`src/hdl/positional_list_engine_macros.svh`:
```
// Assertion macros shared by the positional list engine RTL.
`ifndef POSITIONAL_LIST_ENGINE_MACROS_SVH
`define POSITIONAL_LIST_ENGINE_MACROS_SVH

// Same-cycle implication, disabled while reset is asserted.
`define PLE_ASSERT_NOW(label, clk, rst_n, ante, cons, msg) \
    label: assert property (@(posedge clk) disable iff (!rst_n) (ante) |-> (cons)) \
        else $error(msg);

// Next-cycle implication, disabled while reset is asserted.
`define PLE_ASSERT_NEXT(label, clk, rst_n, ante, cons, msg) \
    label: assert property (@(posedge clk) disable iff (!rst_n) (ante) |=> (cons)) \
        else $error(msg);

`endif

```
`src/hdl/ple_pkg.sv`:
```
// Types and constants shared by the positional list engine and its cells.
package ple_pkg;

    localparam int DEPTH       = 8;
    localparam int MAX_RESULTS = 8;

    localparam int CNT_W = $clog2(DEPTH + 1);
    localparam int IDX_W = (DEPTH > 1) ? $clog2(DEPTH) : 1;
    localparam int FND_W = $clog2(MAX_RESULTS + 1);

    typedef logic [7:0]         t_pos;
    typedef logic signed [31:0] t_value;

    typedef enum logic [2:0] {
        FUNC_INSERT = 3'd0,
        FUNC_DELETE = 3'd1,
        FUNC_GET    = 3'd2,
        FUNC_CHANGE = 3'd3,
        FUNC_LOCATE = 3'd4,
        FUNC_LENGTH = 3'd5
    } t_func;

    typedef enum logic [1:0] {
        STAT_OK        = 2'd0,
        STAT_FULL      = 2'd1,
        STAT_BAD_POS   = 2'd2,
        STAT_NOT_FOUND = 2'd3
    } t_status;

    typedef enum logic [2:0] {
        CELL_HOLD,
        CELL_INSERT,
        CELL_DELETE,
        CELL_WRITE,
        CELL_COMPARE,
        CELL_SHIFT_MATCH
    } t_cell_op;

    // Broadcast from the controller to every cell of the chain.
    typedef struct packed {
        t_cell_op op;
        t_pos     pos_idx;
        t_value   key;
    } t_cell_ctl;

endpackage

```
`src/hdl/ple_cell.sv`:
```
// One list cell: holds an entry and a match flag, and trades both with its neighbors.
module ple_cell
    import ple_pkg::*;
(
    input  logic      i_clk,
    input  t_cell_ctl i_ctl,
    input  t_pos      i_index,
    input  logic      i_live,
    input  t_value    i_prev_value,
    input  t_value    i_next_value,
    input  logic      i_next_match,
    output t_value    o_value,
    output logic      o_hit,
    output logic      o_match
);

    t_value r_value;
    t_value n_value;
    logic   r_match;
    logic   n_match;
    logic   w_at_pos;
    logic   w_above;

    assign w_at_pos = (i_index == i_ctl.pos_idx);
    assign w_above  = (i_index > i_ctl.pos_idx);
    assign o_hit    = i_live && (r_value == i_ctl.key);

    always_comb begin
        n_value = r_value;
        n_match = r_match;
        unique case (i_ctl.op)
            CELL_INSERT: begin
                if (w_above) begin
                    n_value = i_prev_value;
                end else if (w_at_pos) begin
                    n_value = i_ctl.key;
                end
            end
            CELL_DELETE: begin
                if (w_above || w_at_pos) begin
                    n_value = i_next_value;
                end
            end
            CELL_WRITE: begin
                if (w_at_pos) begin
                    n_value = i_ctl.key;
                end
            end
            CELL_COMPARE: begin
                n_match = o_hit;
            end
            CELL_SHIFT_MATCH: begin
                n_match = i_next_match;
            end
            default: begin
            end
        endcase
    end

    always_ff @(posedge i_clk) begin
        r_value <= n_value;
        r_match <= n_match;
    end

    assign o_value = r_value;
    assign o_match = r_match;

endmodule

```
`src/hdl/positional_list_engine.sv`:
```
// A result is registered at the edge that accepts its input beat, except a locate that finds a match.
// Throughput: insert, delete, get, change and length take one beat per cycle while the output is not stalled.
// Locate compares all cells at once, then match flags move one cell per cycle toward
// the head while no match at the head is waiting on a stalled output.
// Reset clears the entry count, the controller state and the output valid;
// entry contents stay undefined until written.
`include "positional_list_engine_macros.svh"

module positional_list_engine
    import ple_pkg::*;
(
    input  logic               i_clk,
    input  logic               i_rst_n,
    input  logic               i_valid,
    output logic               o_stall,
    input  logic [2:0]         i_func,
    input  logic [7:0]         i_position,
    input  logic signed [31:0] i_value,
    output logic               o_valid,
    input  logic               i_stall,
    output logic [1:0]         o_status,
    output logic signed [31:0] o_read_value,
    output logic [3:0]         o_match_position,
    output logic [3:0]         o_list_length,
    output logic               o_last
);

    typedef enum logic {
        ST_IDLE,
        ST_SCAN
    } t_state;

    t_state           r_state;
    t_state           n_state;
    logic [CNT_W-1:0] r_count;
    logic [CNT_W-1:0] n_count;
    logic [IDX_W-1:0] r_scan_idx;
    logic [IDX_W-1:0] n_scan_idx;
    logic [FND_W-1:0] r_found;
    logic [FND_W-1:0] n_found;
    t_value           r_key;

    logic             r_o_valid;
    t_status          r_o_status;
    t_value           r_o_read_value;
    logic [3:0]       r_o_match_position;
    logic [3:0]       r_o_list_length;
    logic             r_o_last;

    t_cell_ctl        w_ctl;
    t_value           w_value [DEPTH];
    logic [DEPTH-1:0] w_hit;
    logic [DEPTH-1:0] w_match;

    t_func            w_func;
    logic             w_out_free;
    logic             w_accept;
    logic             w_has_room;
    logic             w_ins_pos_ok;
    logic             w_rw_pos_ok;
    logic             w_rest_any;
    logic [CNT_W-1:0] w_scan_pos;
    t_pos             w_pos_idx;

    logic             e_emit;
    t_status          e_status;
    t_value           e_read_value;
    logic [3:0]       e_match_position;
    logic             e_last;

    assign w_func       = t_func'(i_func);
    assign w_out_free   = !r_o_valid || !i_stall;
    assign o_stall      = !((r_state == ST_IDLE) && w_out_free);
    assign w_accept     = i_valid && !o_stall;
    assign w_pos_idx    = i_position - 8'd1;
    assign w_has_room   = (r_count < CNT_W'(DEPTH));
    assign w_ins_pos_ok = (i_position != 8'd0) && (9'(i_position) <= 9'(r_count) + 9'd1);
    assign w_rw_pos_ok  = (i_position != 8'd0) && (9'(i_position) <= 9'(r_count));
    assign w_rest_any   = |(w_match >> 1);
    assign w_scan_pos   = CNT_W'(r_scan_idx) + CNT_W'(1);

    // The chain: each cell sees its left and right neighbors' entries and
    // the right neighbor's match flag.
    for (genvar k = 0; k < DEPTH; k++) begin : g_cell
        t_value w_prev;
        t_value w_next;
        logic   w_next_match;

        if (k == 0) begin : g_head
            assign w_prev = '0;
        end else begin : g_body
            assign w_prev = w_value[k-1];
        end

        if (k == DEPTH - 1) begin : g_tail
            assign w_next       = '0;
            assign w_next_match = 1'b0;
        end else begin : g_inner
            assign w_next       = w_value[k+1];
            assign w_next_match = w_match[k+1];
        end

        ple_cell u_cell (
            .i_clk        (i_clk),
            .i_ctl        (w_ctl),
            .i_index      (8'(k)),
            .i_live       (CNT_W'(k) < r_count),
            .i_prev_value (w_prev),
            .i_next_value (w_next),
            .i_next_match (w_next_match),
            .o_value      (w_value[k]),
            .o_hit        (w_hit[k]),
            .o_match      (w_match[k])
        );
    end

    always_comb begin
        n_state          = r_state;
        n_count          = r_count;
        n_scan_idx       = r_scan_idx;
        n_found          = r_found;
        w_ctl.op         = CELL_HOLD;
        w_ctl.pos_idx    = w_pos_idx;
        w_ctl.key        = i_value;
        e_emit           = 1'b0;
        e_status         = STAT_OK;
        e_read_value     = '0;
        e_match_position = '0;
        e_last           = 1'b1;

        unique case (r_state)
            ST_IDLE: begin
                if (w_accept) begin
                    e_emit = 1'b1;
                    unique case (w_func)
                        FUNC_INSERT: begin
                            if (!w_has_room) begin
                                e_status = STAT_FULL;
                            end else if (!w_ins_pos_ok) begin
                                e_status = STAT_BAD_POS;
                            end else begin
                                w_ctl.op = CELL_INSERT;
                                n_count  = r_count + CNT_W'(1);
                            end
                        end
                        FUNC_DELETE: begin
                            if (!w_rw_pos_ok) begin
                                e_status = STAT_BAD_POS;
                            end else begin
                                w_ctl.op = CELL_DELETE;
                                n_count  = r_count - CNT_W'(1);
                            end
                        end
                        FUNC_GET: begin
                            if (!w_rw_pos_ok) begin
                                e_status = STAT_BAD_POS;
                            end else begin
                                e_read_value = w_value[w_pos_idx[IDX_W-1:0]];
                            end
                        end
                        FUNC_CHANGE: begin
                            if (!w_rw_pos_ok) begin
                                e_status = STAT_BAD_POS;
                            end else begin
                                w_ctl.op = CELL_WRITE;
                            end
                        end
                        FUNC_LOCATE: begin
                            w_ctl.op = CELL_COMPARE;
                            if (!(|w_hit)) begin
                                e_status = STAT_NOT_FOUND;
                            end else begin
                                e_emit     = 1'b0;
                                n_state    = ST_SCAN;
                                n_scan_idx = '0;
                                n_found    = '0;
                            end
                        end
                        default: begin
                        end
                    endcase
                end
            end
            ST_SCAN: begin
                w_ctl.key = r_key;
                if (!w_match[0] || w_out_free) begin
                    w_ctl.op   = CELL_SHIFT_MATCH;
                    n_scan_idx = r_scan_idx + IDX_W'(1);
                end
                if (w_match[0] && w_out_free) begin
                    e_emit           = 1'b1;
                    e_read_value     = r_key;
                    e_match_position = 4'(w_scan_pos);
                    e_last           = !w_rest_any || (r_found == FND_W'(MAX_RESULTS - 1));
                    n_found          = r_found + FND_W'(1);
                    if (e_last) begin
                        n_state = ST_IDLE;
                    end
                end
            end
            default: begin
                n_state = ST_IDLE;
            end
        endcase
    end

    always_ff @(posedge i_clk) begin
        if (!i_rst_n) begin
            r_state    <= ST_IDLE;
            r_count    <= '0;
            r_scan_idx <= '0;
            r_found    <= '0;
            r_o_valid  <= 1'b0;
        end else begin
            r_state    <= n_state;
            r_count    <= n_count;
            r_scan_idx <= n_scan_idx;
            r_found    <= n_found;
            if (w_accept && (w_func == FUNC_LOCATE)) begin
                r_key <= i_value;
            end
            if (e_emit) begin
                r_o_valid          <= 1'b1;
                r_o_status         <= e_status;
                r_o_read_value     <= e_read_value;
                r_o_match_position <= e_match_position;
                r_o_list_length    <= 4'(n_count);
                r_o_last           <= e_last;
            end else if (!i_stall) begin
                r_o_valid <= 1'b0;
            end
        end
    end

    assign o_valid          = r_o_valid;
    assign o_status         = r_o_status;
    assign o_read_value     = r_o_read_value;
    assign o_match_position = r_o_match_position;
    assign o_list_length    = r_o_list_length;
    assign o_last           = r_o_last;

    `PLE_ASSERT_NOW(a_count_range, i_clk, i_rst_n, 1'b1, r_count <= CNT_W'(DEPTH), "entry count exceeds depth")
    `PLE_ASSERT_NOW(a_scan_has_match, i_clk, i_rst_n, r_state == ST_SCAN, |w_match, "scan running with no match flag left")
    `PLE_ASSERT_NEXT(a_insert_grows, i_clk, i_rst_n, w_accept && (w_func == FUNC_INSERT) && w_has_room && w_ins_pos_ok, r_count == $past(r_count) + CNT_W'(1), "insert did not grow the list")
    `PLE_ASSERT_NOW(a_found_cap, i_clk, i_rst_n, r_state == ST_SCAN, r_found < FND_W'(MAX_RESULTS), "too many locate results")

endmodule
```
`config.mk`:
```
export PLATFORM = sky130hd
export DESIGN_NAME = positional_list_engine
export DESIGN_NICKNAME = d
export VERILOG_FILES = /design/src/hdl/ple_pkg.sv /design/src/hdl/ple_cell.sv /design/src/hdl/positional_list_engine.sv
export VERILOG_INCLUDE_DIRS = /design/src /design/src/hdl
export SDC_FILE = /design/constraint.sdc
export NUM_CORES = 1
export LEC_CHECK = 0
export BUFFER_PORTS_ARGS = -buffer_cell sky130_fd_sc_hd__buf_2
export CAP_MARGIN = 20
export CORE_MARGIN = 8
export CORE_UTILIZATION = 29
export DETAILED_ROUTE_END_ITERATION = 10
export GPL_TIMING_DRIVEN = 0
export PLACE_DENSITY_LB_ADDON = 0.2
export SYNTH_ARGS = -nofsm -noshare
export SYNTH_HDL_FRONTEND = slang
export SYNTH_SLANG_ARGS = --single-unit
```
`constraint.sdc`:
```
create_clock -name i_clk -period 12.9 [get_ports i_clk]
set_input_delay 0.645 -clock i_clk [delete_from_list [all_inputs] [get_ports i_clk]]
set_output_delay 0.645 -clock i_clk [all_outputs]
set_load 0.02 [all_outputs]
```
==> results.rst <==
.. list-table::
   :header-rows: 1

   * - Metric
     - Value
   * - Actual slew at the worst max-slew pin
     - 1170 ps
   * - Status
     - complete, no violations
   * - Worst endpoint data arrival time
     - 5410 ps
   * - Net switching power figure
     - 821 µW
   * - Clock power share
     - 0.438
   * - Pre-CTS setup slack
     - 7860 ps
   * - Die H
     - 303 µm
   * - Comb power frac
     - 0.122
   * - Clock tree from TritonCTS
     - yes
   * - Number of max-cap violations
     - 0
   * - Number of buffers inserted by port buffering
     - 90
   * - Number of enable flip-flop cells after synthesis
     - 339
   * - Total power consumption of the routed design
     - 2.86 mW
   * - Number of buffers on the longest clock path
     - 3
   * - Cells after synthesis
     - 2,390
   * - Top cell family by delay on the critical path
     - simple AND/OR/NAND/NOR gates
   * - CP cell instances
     - buf_6, buf_12, mux2i_4, buf_2, xnor2_1, nor4_1, nand2_1, nor4_2, nor4_1, nand2_2, a31oi_1, o21a_2, buf_12
   * - Most frequent standard cell in the layout excluding fill and tap cells
     - sky130_fd_sc_hd__o21ai_0
   * - Core Footprint
     - 0.0818 mm²
   * - TritonCTS Buffers
     - 46
   * - Number of unique standard cell types used by synthesis
     - 61
   * - Number of inserted filler cells in the final layout
     - 8,370
   * - H-tree depth
     - 2
   * - Kind of launch point of the worst setup path
     - flip-flop
   * - Root buffer cell
     - sky130_fd_sc_hd__clkbuf_16
   * - Cell Pwr Density
     - 104 mW/mm²
   * - Portion of total power attributed to sequential cells
     - 0.440
   * - Final period util
     - 0.392
   * - Cell Area, Synth
     - 0.0239 mm²
   * - Largest net degree at the start of global routing
     - 38
   * - CP Class
     - flip-flop to flip-flop
   * - Top-level port count
     - 92
   * - Via count of the first global-routing pass
     - 21,600
   * - Site row count
     - 105
   * - Relative max-transition margin
     - 0.220
   * - Hold violation total from the final report
     - 0
   * - Maximum operating frequency
     - 198 MHz
   * - Die span in x
     - 303 µm
   * - Number of register bits inferred by synthesis
     - 352
   * - Hold Worst Slack
     - 250 ps
   * - Syn Nets
     - 2,455
   * - Final setup margin
     - 7840 ps
   * - Number of buffers inserted by post-CTS setup repair
     - 0
   * - Total routed wirelength
     - 140,000 µm
   * - Maximum ir drop on the vdd rail
     - 0.0000926 V
   * - Relative area change from synthesis to final layout
     - 15.0%
   * - Hold buffers post-CTS
     - 0
   * - Skew final
     - 36.4 ps
   * - Leakage component of the power
     - 8.13 nW
   * - Placed Instances
     - 3,567
   * - Commonest non-fill, non-tap cells in the layout
     - sky130_fd_sc_hd__o21ai_0, sky130_fd_sc_hd__edfxtp_1, sky130_fd_sc_hd__nand2_1
   * - Routed vias
     - 22,700
   * - Total negative setup slack
     - 0 ps
   * - Pins over their slew limit
     - 0
   * - Seq. cell area
     - 0.0104 mm²
   * - Critical Path Fanout Max
     - 37
   * - Clk_lat worst skew
     - 630 ps
   * - Remaining DRCs
     - 0
   * - Setup repair after global routing missed its margin
     - false
   * - Largest stage delay on the critical path
     - 810 ps
   * - Endpoint type of the worst setup path
     - flip-flop
   * - Initial antenna violation count
     - 6
   * - Clock Pin Slew Worst Setup and Hold Paths
     - 60 ps
   * - Internal
     - 2.04 mW
   * - Post-detailed-placement half-perimeter wirelength
     - 108,000 µm
   * - Buffering stage count on the worst path with inverters included
     - 4
   * - Shortest period the worst path allows
     - 5060 ps
   * - Primary FF master, synth
     - sky130_fd_sc_hd__edfxtp_1
   * - Register area share after synthesis
     - 0.436
   * - Final number of setup-violating endpoints
     - 0
   * - Post-cts repair resize count
     - 0
   * - Post-route antenna net violation count
     - 0
   * - Gp weighted congestion
     - 1.02
   * - Share of Yosys cell area claimed by the top area cell type
     - 0.426
   * - Crit path required time
     - 13,260 ps
   * - Global-route total usage across every layer
     - 0.296
   * - Mean Syn Cell Area
     - 10.0 µm²
   * - Starting Density
     - 0.292
   * - Post-detailed-route wirelength per cell
     - 38.3 µm
   * - Detailed-router iteration count before antenna repair
     - 6
   * - Switching Fraction
     - 0.287
   * - Master of the slowest instance on the critical path
     - sky130_fd_sc_hd__mux2i_4
   * - Wire length of the first global-routing pass
     - 188,000 µm
   * - Post-synthesis async set-or-reset flop share
     - 0
   * - Total clock sinks
     - 352
   * - Final net count
     - 2,612
   * - Cell Count, Final, Fillers Out
     - 3,651
   * - Biggest area contributors in the synthesized netlist
     - sky130_fd_sc_hd__edfxtp_1, sky130_fd_sc_hd__xnor2_1, sky130_fd_sc_hd__o21ai_0
   * - Combined area of the multi-input logic cells
     - 0.0125 mm²
   * - Ratio of cells with drive above 1 in the final layout
     - 0.138
   * - Vias per cell
     - 6.23
   * - Full die area
     - 0.0919 mm²
   * - Aggregate global routing overflow
     - 0
   * - Starting DRT DRC Count
     - 3,665
   * - Cell type with the highest aggregate area in the netlist
     - sky130_fd_sc_hd__edfxtp_1
   * - Class of the worst hold path
     - input pin to flip-flop
   * - Synth warn
     - 0
[registers in the layout, indices dropped and copies added, names as in the netlist]
register               count
o_status                   2
o_valid                    1
r_state                    1
g_cell.u_cell.o_value    256
r_key                     32
r_count                    4
o_match_position           4
g_cell.u_cell.o_match      8
o_list_length              4
r_scan_idx                 3
o_read_value              32
o_last                     1
r_found                    4
[cell usage after synthesis, types with 16 or more instances]
library cell and count:
sky130_fd_sc_hd__buf_4 16, sky130_fd_sc_hd__nand3_1 18, sky130_fd_sc_hd__inv_1 23, sky130_fd_sc_hd__xor2_1 19
sky130_fd_sc_hd__a21oi_1 139, sky130_fd_sc_hd__o21ai_0 384, sky130_fd_sc_hd__xnor2_1 242, sky130_fd_sc_hd__buf_1 18
sky130_fd_sc_hd__clkbuf_1 123, sky130_fd_sc_hd__mux2i_1 40, sky130_fd_sc_hd__mux2i_4 32, sky130_fd_sc_hd__nor2_1 144
sky130_fd_sc_hd__a22oi_1 182, sky130_fd_sc_hd__edfxtp_1 339, sky130_fd_sc_hd__nor4_1 59, sky130_fd_sc_hd__nor3_1 16
sky130_fd_sc_hd__ha_1 18, sky130_fd_sc_hd__nand2_1 287, sky130_fd_sc_hd__buf_2 39, sky130_fd_sc_hd__o31ai_1 42
sky130_fd_sc_hd__mux4_2 64
[worst paths after layout]
check | from | cells after the start | endpoint | slack, ps
max | r_state | 13 | o_read_value[24] | 7840
min reg2reg | g_cell[1].u_cell.o_match | 2 | g_cell[0].u_cell.o_match | 530
max reg2reg | r_state | 13 | o_read_value[24] | 7840
min | i_value[24] | 1 | r_key[24] | 250
[power groups by stage]
| stage | logic [mW] | registers (mW) | clock network, mW |
|---|---|---|---|
| 2_1_floorplan | 0.164 | 1.29 | 0 |
| 3_3_place_gp | 0.328 | 1.28 | 0 |
| 3_5_place_dp | 0.332 | 1.28 | 0 |
| 4_1_cts | 0.333 | 1.26 | 1.27 |
| 5_1_grt | 0.350 | 1.26 | 1.29 |
| 6_report | 0.349 | 1.26 | 1.25 |
[logic make-up (layout without fill, tap and decap cells)]
family	after synthesis	in the layout	synth area share
AOI/OAI and AO/OA	799	799	0.196
and+or+nand+nor	594	594	0.110
DFF	352	352	0.436
xor gates and xnor gates	261	261	0.0956
buffers and inverters	228	418	0.0443
muxes	138	138	0.108
adders and majority gates	18	18	0.00942
other	0	1	0
[layout make-up]
class | count | share of cell area
inverters | 23 | 0.00314
plain buffers | 205 | 0.0354
diodes | 1 | 0.0000909
flip-flops and latches | 352 | 0.379
clock buffers | 63 | 0.0441
multi-input cells | 1810 | 0.455
clock inverters | 18 | 0.00573
repair buffers | 109 | 0.0282
well taps | 1070 | 0.0486
[through the flow]
stage,util,instance area [µm²]
2_1_floorplan,-,23900
3_3_place_gp,0.314,25700
3_5_place_dp,0.319,26100
4_1_cts,0.336,27500
5_1_grt,0.336,27500
6_report,0.336,27500
[routing by layer]
| metal | global-route usage | vias up | share of wire |
|---|---|---|---|
| li1 | - | 9267 | - |
| met1 | 0.391 | 11400 | 0.40 |
| met2 | 0.443 | 1710 | 0.43 |
| met3 | 0.0808 | 331 | 0.12 |
| met4 | 0.145 | 4 | 0.060 |
| met5 | 0 | - | 0.00024 |
(Power assumes the default switching activity.)
